### src/hw/rtl/bra_pkg.sv
`default_nettype none
// ---------------------------------------------------------------------------
// bra_pkg
// Shared types, codes and sizes for the bitmap run allocator.
// ---------------------------------------------------------------------------
package bra_pkg;

   localparam int MAP_BYTES = 128;
   localparam int BYTE_W    = 8;
   localparam int ADDR_W    = $clog2(MAP_BYTES);
   localparam int CFG_W     = 8;
   localparam int IDX_W     = 10;
   localparam int RUN_W     = 11;
   localparam int LIM_W     = 11;

   localparam logic [1:0] KIND_SCAN  = 2'd0;
   localparam logic [1:0] KIND_SET   = 2'd1;
   localparam logic [1:0] KIND_TEST  = 2'd2;
   localparam logic [1:0] KIND_CLEAR = 2'd3;

   typedef struct packed {
      logic             hit;
      logic [IDX_W-1:0] start;
   } scan_res_type;

endpackage
`default_nettype wire

### src/hw/rtl/bitmap_run_allocator_top.sv
`default_nettype none
// ---------------------------------------------------------------------------
// bitmap_run_allocator_top
// First-fit allocator over a bitmap of up to 1024 bits, one byte per word.
// ---------------------------------------------------------------------------
// Usage:
//   Drive req_* and raise start; the item is taken at an edge where busy is
//   low. Every item gives one result, shown for one cycle with rsp_strobe;
//   the receiver must take it then, it cannot stall the block.
//   kind scan  : walks the map one byte per cycle through the run tracker,
//                up to the last byte in use. A zero or too-long run answers
//                straight from idle, with no scan.
//   kind set   : read-modify-write of one byte.
//   kind test  : one byte read.
//   kind clear : drops every byte's valid bit.
//   Out-of-range set or test answers straight from idle with rsp_bad_index.
//   The single memory read port sets the scan rate of one byte per cycle.
//   The next item can be taken at the edge that ends the result cycle, so
//   items follow one another at the latency of each.
//   csr_* writes bytes_in_use; write it only while no item is in flight.
//   Reset frees every bit and sets bytes_in_use to 128; no clearing pass.
// ---------------------------------------------------------------------------
module bitmap_run_allocator_top
   import bra_pkg::*;
(
   input  wire logic             clock,
   input  wire logic             reset,
   input  wire logic             start,
   output logic                  busy,
   input  wire logic [1:0]       req_kind,
   input  wire logic [IDX_W-1:0] req_bit_index,
   input  wire logic             req_set_value,
   input  wire logic [RUN_W-1:0] req_run_length,
   output logic                  rsp_strobe,
   output logic                  rsp_found,
   output logic      [IDX_W-1:0] rsp_start_index,
   output logic                  rsp_bit_value,
   output logic                  rsp_bad_index,
   input  wire logic             csr_valid,
   output logic                  csr_ready,
   input  wire logic [CFG_W-1:0] csr_bytes_in_use
);

   localparam logic [1:0] ST_IDLE = 2'd0;
   localparam logic [1:0] ST_RMW  = 2'd1;
   localparam logic [1:0] ST_SCAN = 2'd2;

   logic [1:0]        state_ff, state_in;
   logic [CFG_W-1:0]  bytes_ff;
   logic [1:0]        kind_ff;
   logic [IDX_W-1:0]  idx_ff;
   logic              val_ff;
   logic [RUN_W-1:0]  want_ff;
   logic [ADDR_W-1:0] addr_ff, addr_in;
   logic              pend_ff, pend_in;
   logic [ADDR_W-1:0] data_byte_ff;

   logic              rsp_strobe_ff, rsp_strobe_in;
   logic              rsp_found_ff, rsp_found_in;
   logic [IDX_W-1:0]  rsp_start_ff, rsp_start_in;
   logic              rsp_bit_ff, rsp_bit_in;
   logic              rsp_bad_ff, rsp_bad_in;

   logic [CFG_W-1:0]  limit_bytes;
   logic [LIM_W-1:0]  limit_bits;
   logic              accept;
   logic              clear_all;
   logic              wr_en;
   logic [BYTE_W-1:0] wr_data;
   logic [BYTE_W-1:0] bit_mask;
   logic [ADDR_W-1:0] rd_addr;
   logic [BYTE_W-1:0] rd_data;
   logic              scan_clear;
   logic              scan_step;
   logic              last_byte;
   scan_res_type      scan_res;

   assign busy      = (state_ff != ST_IDLE);
   assign csr_ready = !busy;
   assign accept    = start && !busy;

   assign limit_bytes = (bytes_ff > CFG_W'(MAP_BYTES)) ? CFG_W'(MAP_BYTES) : bytes_ff;
   assign limit_bits  = {limit_bytes, 3'b000};
   assign last_byte   = ({1'b0, data_byte_ff} == (limit_bytes - CFG_W'(1)));
   assign bit_mask    = BYTE_W'(1) << idx_ff[2:0];
   assign rd_addr     = (state_ff == ST_SCAN) ? addr_ff : req_bit_index[IDX_W-1:3];
   assign wr_data     = val_ff ? (rd_data | bit_mask) : (rd_data & ~bit_mask);

   bra_map_mem u_map (
      .clock     (clock),
      .reset     (reset),
      .clear_all (clear_all),
      .wr_en     (wr_en),
      .wr_addr   (idx_ff[IDX_W-1:3]),
      .wr_data   (wr_data),
      .rd_addr   (rd_addr),
      .rd_data   (rd_data)
   );

   bra_run_scan u_scan (
      .clock     (clock),
      .reset     (reset),
      .clear     (scan_clear),
      .step      (scan_step),
      .map_byte  (rd_data),
      .byte_base (data_byte_ff),
      .want      (want_ff),
      .result    (scan_res)
   );

   always_comb begin
      state_in      = state_ff;
      addr_in       = addr_ff;
      pend_in       = 1'b0;
      clear_all     = 1'b0;
      wr_en         = 1'b0;
      scan_clear    = 1'b0;
      scan_step     = 1'b0;
      rsp_strobe_in = 1'b0;
      rsp_found_in  = rsp_found_ff;
      rsp_start_in  = rsp_start_ff;
      rsp_bit_in    = rsp_bit_ff;
      rsp_bad_in    = rsp_bad_ff;
      case (state_ff)
         ST_IDLE: begin
            if (accept) begin
               case (req_kind)
                  KIND_SCAN: begin
                     if (req_run_length == '0 || req_run_length > limit_bits) begin
                        rsp_strobe_in = 1'b1;
                        rsp_found_in  = 1'b0;
                        rsp_start_in  = '0;
                        rsp_bit_in    = 1'b0;
                        rsp_bad_in    = 1'b0;
                     end else begin
                        state_in   = ST_SCAN;
                        addr_in    = '0;
                        scan_clear = 1'b1;
                     end
                  end
                  KIND_SET, KIND_TEST: begin
                     if ({1'b0, req_bit_index} >= limit_bits) begin
                        rsp_strobe_in = 1'b1;
                        rsp_found_in  = 1'b0;
                        rsp_start_in  = '0;
                        rsp_bit_in    = 1'b0;
                        rsp_bad_in    = 1'b1;
                     end else begin
                        state_in = ST_RMW;
                     end
                  end
                  default: begin
                     clear_all     = 1'b1;
                     rsp_strobe_in = 1'b1;
                     rsp_found_in  = 1'b0;
                     rsp_start_in  = '0;
                     rsp_bit_in    = 1'b0;
                     rsp_bad_in    = 1'b0;
                  end
               endcase
            end
         end
         ST_RMW: begin
            rsp_strobe_in = 1'b1;
            rsp_found_in  = 1'b0;
            rsp_start_in  = '0;
            rsp_bad_in    = 1'b0;
            if (kind_ff == KIND_SET) begin
               wr_en      = 1'b1;
               rsp_bit_in = 1'b0;
            end else begin
               rsp_bit_in = rd_data[idx_ff[2:0]];
            end
            state_in = ST_IDLE;
         end
         ST_SCAN: begin
            // one read issued per cycle, data of the previous address arrives
            addr_in   = addr_ff + ADDR_W'(1);
            pend_in   = 1'b1;
            scan_step = pend_ff;
            if (pend_ff && (scan_res.hit || last_byte)) begin
               rsp_strobe_in = 1'b1;
               rsp_found_in  = scan_res.hit;
               rsp_start_in  = scan_res.hit ? scan_res.start : '0;
               rsp_bit_in    = 1'b0;
               rsp_bad_in    = 1'b0;
               pend_in       = 1'b0;
               state_in      = ST_IDLE;
            end
         end
         default: begin
            state_in = ST_IDLE;
         end
      endcase
   end

   always_ff @(posedge clock) begin
      if (reset) begin
         state_ff      <= ST_IDLE;
         bytes_ff      <= CFG_W'(MAP_BYTES);
         pend_ff       <= 1'b0;
         rsp_strobe_ff <= 1'b0;
      end else begin
         state_ff      <= state_in;
         pend_ff       <= pend_in;
         rsp_strobe_ff <= rsp_strobe_in;
         if (csr_valid && csr_ready) begin
            bytes_ff <= csr_bytes_in_use;
         end
      end
   end

   always_ff @(posedge clock) begin
      if (accept) begin
         kind_ff <= req_kind;
         idx_ff  <= req_bit_index;
         val_ff  <= req_set_value;
         want_ff <= req_run_length;
      end
      addr_ff      <= addr_in;
      data_byte_ff <= addr_ff;
      rsp_found_ff <= rsp_found_in;
      rsp_start_ff <= rsp_start_in;
      rsp_bit_ff   <= rsp_bit_in;
      rsp_bad_ff   <= rsp_bad_in;
   end

   assign rsp_strobe      = rsp_strobe_ff;
   assign rsp_found       = rsp_found_ff;
   assign rsp_start_index = rsp_start_ff;
   assign rsp_bit_value   = rsp_bit_ff;
   assign rsp_bad_index   = rsp_bad_ff;

   a_found_not_bad: assert property (@(posedge clock) disable iff (reset)
      rsp_strobe |-> !(rsp_found && rsp_bad_index))
      else $error("found and bad index reported together");

   a_miss_zero_start: assert property (@(posedge clock) disable iff (reset)
      (rsp_strobe && !rsp_found) |-> (rsp_start_index == '0))
      else $error("start index nonzero on a miss");

   a_scan_kind: assert property (@(posedge clock) disable iff (reset)
      (state_ff == ST_SCAN) |-> (kind_ff == KIND_SCAN))
      else $error("scan state entered for a non-scan item");

   a_zero_run: assert property (@(posedge clock) disable iff (reset)
      (accept && req_kind == KIND_SCAN && req_run_length == '0)
      |=> (rsp_strobe && !rsp_found))
      else $error("zero run scan did not answer at once with a miss");

   a_rmw_answers: assert property (@(posedge clock) disable iff (reset)
      (state_ff == ST_RMW) |=> (rsp_strobe && state_ff == ST_IDLE))
      else $error("set or test did not answer after its read");

endmodule
`default_nettype wire

### src/hw/rtl/bra_map_mem.sv
`default_nettype none
// ---------------------------------------------------------------------------
// bra_map_mem
// Bitmap byte store with one write and one registered read port; a valid
// bit per byte gives the all-free reset and clears the whole map at once.
// ---------------------------------------------------------------------------
module bra_map_mem
   import bra_pkg::*;
(
   input  wire logic              clock,
   input  wire logic              reset,
   input  wire logic              clear_all,
   input  wire logic              wr_en,
   input  wire logic [ADDR_W-1:0] wr_addr,
   input  wire logic [BYTE_W-1:0] wr_data,
   input  wire logic [ADDR_W-1:0] rd_addr,
   output logic      [BYTE_W-1:0] rd_data
);

   logic [BYTE_W-1:0]    mem [MAP_BYTES];
   logic [MAP_BYTES-1:0] valid_ff;
   logic [BYTE_W-1:0]    rd_mem_ff;
   logic                 rd_vld_ff;

   always_ff @(posedge clock) begin
      if (wr_en) begin
         mem[wr_addr] <= wr_data;
      end
      rd_mem_ff <= mem[rd_addr];
   end

   always_ff @(posedge clock) begin
      if (reset || clear_all) begin
         valid_ff  <= '0;
         rd_vld_ff <= 1'b0;
      end else begin
         if (wr_en) begin
            valid_ff[wr_addr] <= 1'b1;
         end
         rd_vld_ff <= valid_ff[rd_addr];
      end
   end

   // a byte never written since the last clear reads as all free
   assign rd_data = rd_vld_ff ? rd_mem_ff : '0;

endmodule
`default_nettype wire

### src/hw/rtl/bra_run_scan.sv
`default_nettype none
// ---------------------------------------------------------------------------
// bra_run_scan
// Free-run tracker: takes one bitmap byte per step, LSB first, and flags
// the first bit at which the run of free bits reaches the wanted length.
// ---------------------------------------------------------------------------
module bra_run_scan
   import bra_pkg::*;
(
   input  wire logic              clock,
   input  wire logic              reset,
   input  wire logic              clear,
   input  wire logic              step,
   input  wire logic [BYTE_W-1:0] map_byte,
   input  wire logic [ADDR_W-1:0] byte_base,
   input  wire logic [RUN_W-1:0]  want,
   output scan_res_type           result
);

   logic [RUN_W-1:0] run_ff;
   logic [RUN_W-1:0] run_in;
   logic [RUN_W-1:0] run_v;
   logic             hit_v;
   logic [2:0]       hit_pos;
   logic [LIM_W-1:0] end_bit;
   logic [LIM_W-1:0] start_full;

   always_comb begin
      run_v   = run_ff;
      hit_v   = 1'b0;
      hit_pos = '0;
      for (int j = 0; j < BYTE_W; j++) begin
         if (!hit_v) begin
            if (map_byte[j]) begin
               run_v = '0;
            end else begin
               run_v = run_v + RUN_W'(1);
               if (run_v == want) begin
                  hit_v   = 1'b1;
                  hit_pos = 3'(j);
               end
            end
         end
      end
   end

   // start = bit + 1 - want, bit being the position where the run completes
   assign end_bit       = {1'b0, byte_base, hit_pos} + LIM_W'(1);
   assign start_full    = end_bit - want;
   assign result.hit    = step && hit_v;
   assign result.start  = start_full[IDX_W-1:0];

   always_comb begin
      run_in = run_ff;
      if (clear) begin
         run_in = '0;
      end else if (step) begin
         run_in = run_v;
      end
   end

   always_ff @(posedge clock) begin
      if (reset) begin
         run_ff <= '0;
      end else begin
         run_ff <= run_in;
      end
   end

endmodule
`default_nettype wire

### config.mk
export PLATFORM = sky130hd
export DESIGN_NAME = bitmap_run_allocator_top
export DESIGN_NICKNAME = d
export VERILOG_FILES = /design/src/hw/rtl/bra_pkg.sv /design/src/hw/rtl/bitmap_run_allocator_top.sv /design/src/hw/rtl/bra_map_mem.sv /design/src/hw/rtl/bra_run_scan.sv
export SDC_FILE = /design/constraint.sdc
export NUM_CORES = 2
export LEC_CHECK = 0
export BUFFER_PORTS_ARGS = -buffer_cell sky130_fd_sc_hd__clkbuf_2
export CORE_MARGIN = 2
export CORE_UTILIZATION = 60
export DETAILED_ROUTE_END_ITERATION = 10
export PLACE_DENSITY_LB_ADDON = 0.25
export SKIP_CTS_REPAIR_TIMING = 1
export SLEW_MARGIN = 40
export SYNTH_ARGS = -nofsm -noshare
export SYNTH_HDL_FRONTEND = slang
export SYNTH_SLANG_ARGS = --single-unit
### constraint.sdc
create_clock -name clock -period 13.79 [get_ports clock]
set_clock_uncertainty 0.05 [all_clocks]
set_input_delay 2.758 -clock clock [delete_from_list [all_inputs] [get_ports clock]]
set_output_delay 2.758 -clock clock [all_outputs]
set_load 0.005 [all_outputs]
==> impl_summary.txt <==
----------------------------------------------------
[Setup path]
  Data required, critical path ... 14180 ps
  Type of destination of the critical path ... flip-flop
  Category of the worst setup path launch point ... flip-flop
  Data arrival, critical path ... 13340 ps
  Biggest fanout along the worst timing path ... 17
  Critical Path Most Common Cell ... sky130_fd_sc_hd__ha_1
  Delay of the slowest cell on the worst path ... 550 ps
  Category of the critical setup timing path ... reg -> reg
  Slowest cell on crit path ... sky130_fd_sc_hd__or4_4

[GRT]
  Wire length of the first global-routing pass ... 216000 um
  Maximum number of pins on one net before global-route repair ... 145
  Number of antenna violations at the first check in global routing ... 2
  Final global-route overflow total ... 0
  GRT Util Overall ... 30.4%
  Vias in the first global route ... 33769

[Route]
  Violation count after the first detailed-routing iteration ... 4403
  Detail-routed via count per cell ... 6.76
  1st-pass router iterations ... 6
  Routed length per placed instance ... 27.9 um
  Final wirelength ... 145000 um
  Number of antenna-violating nets in the routed design ... 0
  Total number of vias ... 35111
  Drt drc ... 0

[Logic synthesis]
  Most area-consuming cells after synthesis ... sky130_fd_sc_hd__edfxtp_1 57%, sky130_fd_sc_hd__mux4_2 12%, sky130_fd_sc_hd__dfxtp_1 6.0%
  Flip-flop cell with the highest count after synthesis ... sky130_fd_sc_hd__edfxtp_1
  Number of synthesized flops with an enable pin ... 1068
  Net count after synthesis ... 3883
  Post-Syn Area ... 56100 um^2
  Mapped Avg Cell Area ... 14.8 um^2
  Cell type contributing the most total cell area after synthesis ... sky130_fd_sc_hd__edfxtp_1
  Number of register bits inferred by synthesis ... 1235
  Synthesized netlist cell count ... 3798
  Async set-reset flop share out of synthesis ... 0%
  Number of distinct library cells after synthesis ... 130
  Portion of the post-synthesis area used by sequential elements ... 63.2%
  Synth warn ... 0
  Synth top area share ... 57.2%

[Clocking]
  Total clock buffers created by CTS ... 115
  CTS Root Cell ... sky130_fd_sc_hd__clkbuf_16
  CTS max path bufs ... 3
  Clock Latency Late Sink ... 710 ps
  Total number of H-tree levels ... 3
  Number of sinks on the clock net ... 1235
  TritonCTS clock tree ... yes
  Clock transition time at the flip-flop clock pins of the worst setup and hold paths ... 60 ps

[Place]
  Port Buf Inserts ... 51
  Setup WS pre-CTS ... 554 ps
  Placer congestion estimate ... 0.995
  Hpwl dp ... 88700 um

[Timing]
  Max frequency ... 0.0772 GHz
  Share of the clock period used by the worst path ... 93.9%
  Max Transition Viols Final ... 0
  Unrepaired setup endpoints after global routing ... false
  Worst relative slew slack ... 42.8%
  Min Tclk post-route ... 12950 ps
  Final-report setup violation count ... 0
  Slew at the pin closest to its max-slew limit ... 858 ps
  Least setup slack across all paths after layout ... 836 ps
  Total count of hold-check failures in the final report ... 0
  Setup_tns ... 0 ps

[Finish]
  Proportion of layout cells with a drive suffix above 1 ... 21.4%
  Number of inserted filler cells in the final layout ... 6351
  Number of nets at the end of the flow ... 3918
  Signed area change from the synthesized netlist to the final layout ... 10.7%
  Final design utilization ... 66.8%

[Job]
  Reported max-cap violation count ... 0

[Run status]
  Run status ... finished, final reports clean

[Floorplan]
  Row count ... 112
  Placeable core region ... 92900 um^2
  Floorplan die area ... 95900 um^2
  DIE WIDTH ... 310 um
  Number of I/O pins ... 52
  Starting density of the core ... 60.3%
  Die Height ... 310 um

[Power]
  Worst voltage drop across the vdd grid ... 0.120 mV
  Leakage dissipation ... 0.0203 uW
  Areal power density over the cells ... 137 nW/um^2

[Worst hold path]
  Type of the tightest min-delay check ... reg -> reg

----------------------------------------------------
==> registers in the layout (all words and copies together), names as in the netlist, 2 cells and up <==
signal / cells
addr_ff: 7
want_ff: 11
data_byte_ff: 7
state_ff: 2
u_map.valid_ff: 128
idx_ff: 10
bytes_ff: 8
kind_ff: 2
rsp_start_index: 10
u_map.mem: 1024
u_map.rd_mem_ff: 8
u_scan.run_ff: 11
==> through the flow <==
| step | total power [uW] | hold slack, ps | instances | instance area, um^2 |
|---|---|---|---|---|
| floorplan | 5030 | 339 | 3798 | 56100 |
| global placement | 5370 | 391 | 4959 | 57800 |
| detailed placement | 5380 | 398 | 4960 | 57800 |
| CTS | 8530 | 414 | 5180 | 61700 |
| global route | 8770 | 422 | 5192 | 62000 |
| finish | 8530 | 412 | 5193 | 62000 |
==> power by group <==
group / internal (uW) / switching [uW] / total [uW] / leakage [uW]
clock network: 1810 / 1380 / 3200 / 0.00186
logic: 410 / 748 / 1160 / 0.00721
registers: 4150 / 28.4 / 4180 / 0.0112
total: 6370 / 2160 / 8530 / 0.0203
==> cells in the final DEF, fill, tap and decap left out, types with 20 or more instances in the layout <==
master	instances
sky130_fd_sc_hd__or3_1	24
sky130_fd_sc_hd__nor3_1	64
sky130_fd_sc_hd__nor2_1	159
sky130_fd_sc_hd__xnor2_1	93
sky130_fd_sc_hd__a21o_1	25
sky130_fd_sc_hd__a311oi_1	41
sky130_fd_sc_hd__a211oi_1	125
sky130_fd_sc_hd__and2_1	95
sky130_fd_sc_hd__o21ai_0	78
sky130_fd_sc_hd__o21a_1	140
sky130_fd_sc_hd__edfxtp_1	1068
sky130_fd_sc_hd__nor2_2	115
sky130_fd_sc_hd__nand2_1	295
sky130_fd_sc_hd__a31oi_1	60
sky130_fd_sc_hd__mux4_2	290
sky130_fd_sc_hd__clkbuf_2	51
sky130_fd_sc_hd__nand4_1	26
sky130_fd_sc_hd__buf_4	75
sky130_fd_sc_hd__mux2i_1	21
sky130_fd_sc_hd__nand3_1	78
sky130_fd_sc_hd__a21oi_1	102
sky130_fd_sc_hd__ha_1	47
sky130_fd_sc_hd__o211ai_1	20
sky130_fd_sc_hd__and3_1	28
sky130_fd_sc_hd__inv_1	43
sky130_fd_sc_hd__xor2_1	23
sky130_fd_sc_hd__clkbuf_16	117
sky130_fd_sc_hd__clkbuf_1	31
sky130_fd_sc_hd__clkinv_2	24
sky130_fd_sc_hd__dfxtp_1	167
==> synthesized netlist by cell type, drive strengths merged (48+ instances only) <==
cell    instances
dfxtp         167
buf            74
nand3          79
a21oi         108
a31oi          60
mux4          290
and2           99
nand2         298
edfxtp       1068
xnor2          93
ha             48
clkbuf        150
a211oi        130
o21ai          95
nor2          275
nor3           68
o21a          142
==> worst paths after layout <==
kind / from / to / slack, ps / cells after the start
setup / recovery: u_scan.run_ff[1] / rsp_start_index[8] / 840 / 55
hold / removal: u_map.valid_ff[20] / u_map.valid_ff[20] / 410 / 1
setup reg to reg: u_scan.run_ff[1] / rsp_start_index[8] / 840 / 55
hold reg to reg: u_map.valid_ff[20] / u_map.valid_ff[20] / 410 / 1
==> worst max-delay path, delay by kind of cell, from the launching register on <==
kind	cells	cell delay, ps
adders and majority gates	7	2230
xor gates and xnor gates	6	1230
AOI/OAI and AO/OA	17	3510
buffers and inverters	3	410
and+or+nand+nor	21	4660
muxes	1	190
DFF	1	410
==> kinds of logic after synthesis <==
group / Yosys count / share of synthesized area (%)
XOR/XNOR: 124 / 2.13
buffers and inverters: 274 / 2.02
multiplexers: 335 / 12.5
AO/OA/AOI/OAI: 766 / 9.91
AND/OR/NAND/NOR: 1015 / 9.15
adder cells (fa/ha/maj): 49 / 1.11
flip-flops: 1235 / 63.2
==> cell type report <==
type	instances	area, um^2	share of cell area, %
Clock buffer	155	3140	5.06
Multi-Input combinational cell	2289	19900	32.1
Tap cell	1254	1570	2.53
Clock inverter	65	688	1.11
Sequential cell	1235	35400	57.1
Inverter	50	188	0.302
Timing Repair Buffer	142	1100	1.77
Antenna cell	3	7.51	0.0121
==> per-layer routing <==
metal / track usage [%] / part of all wire (%) / wire, um
met1: 43.6 / 40 / 57700
met2: 48.2 / 48 / 69400
met3: 4.45 / 9.0 / 13100
met4: 10.7 / 3.3 / 4840
met5: 0 / 0 / 0
No activity file was read; power rests on OpenSTA's default activity.
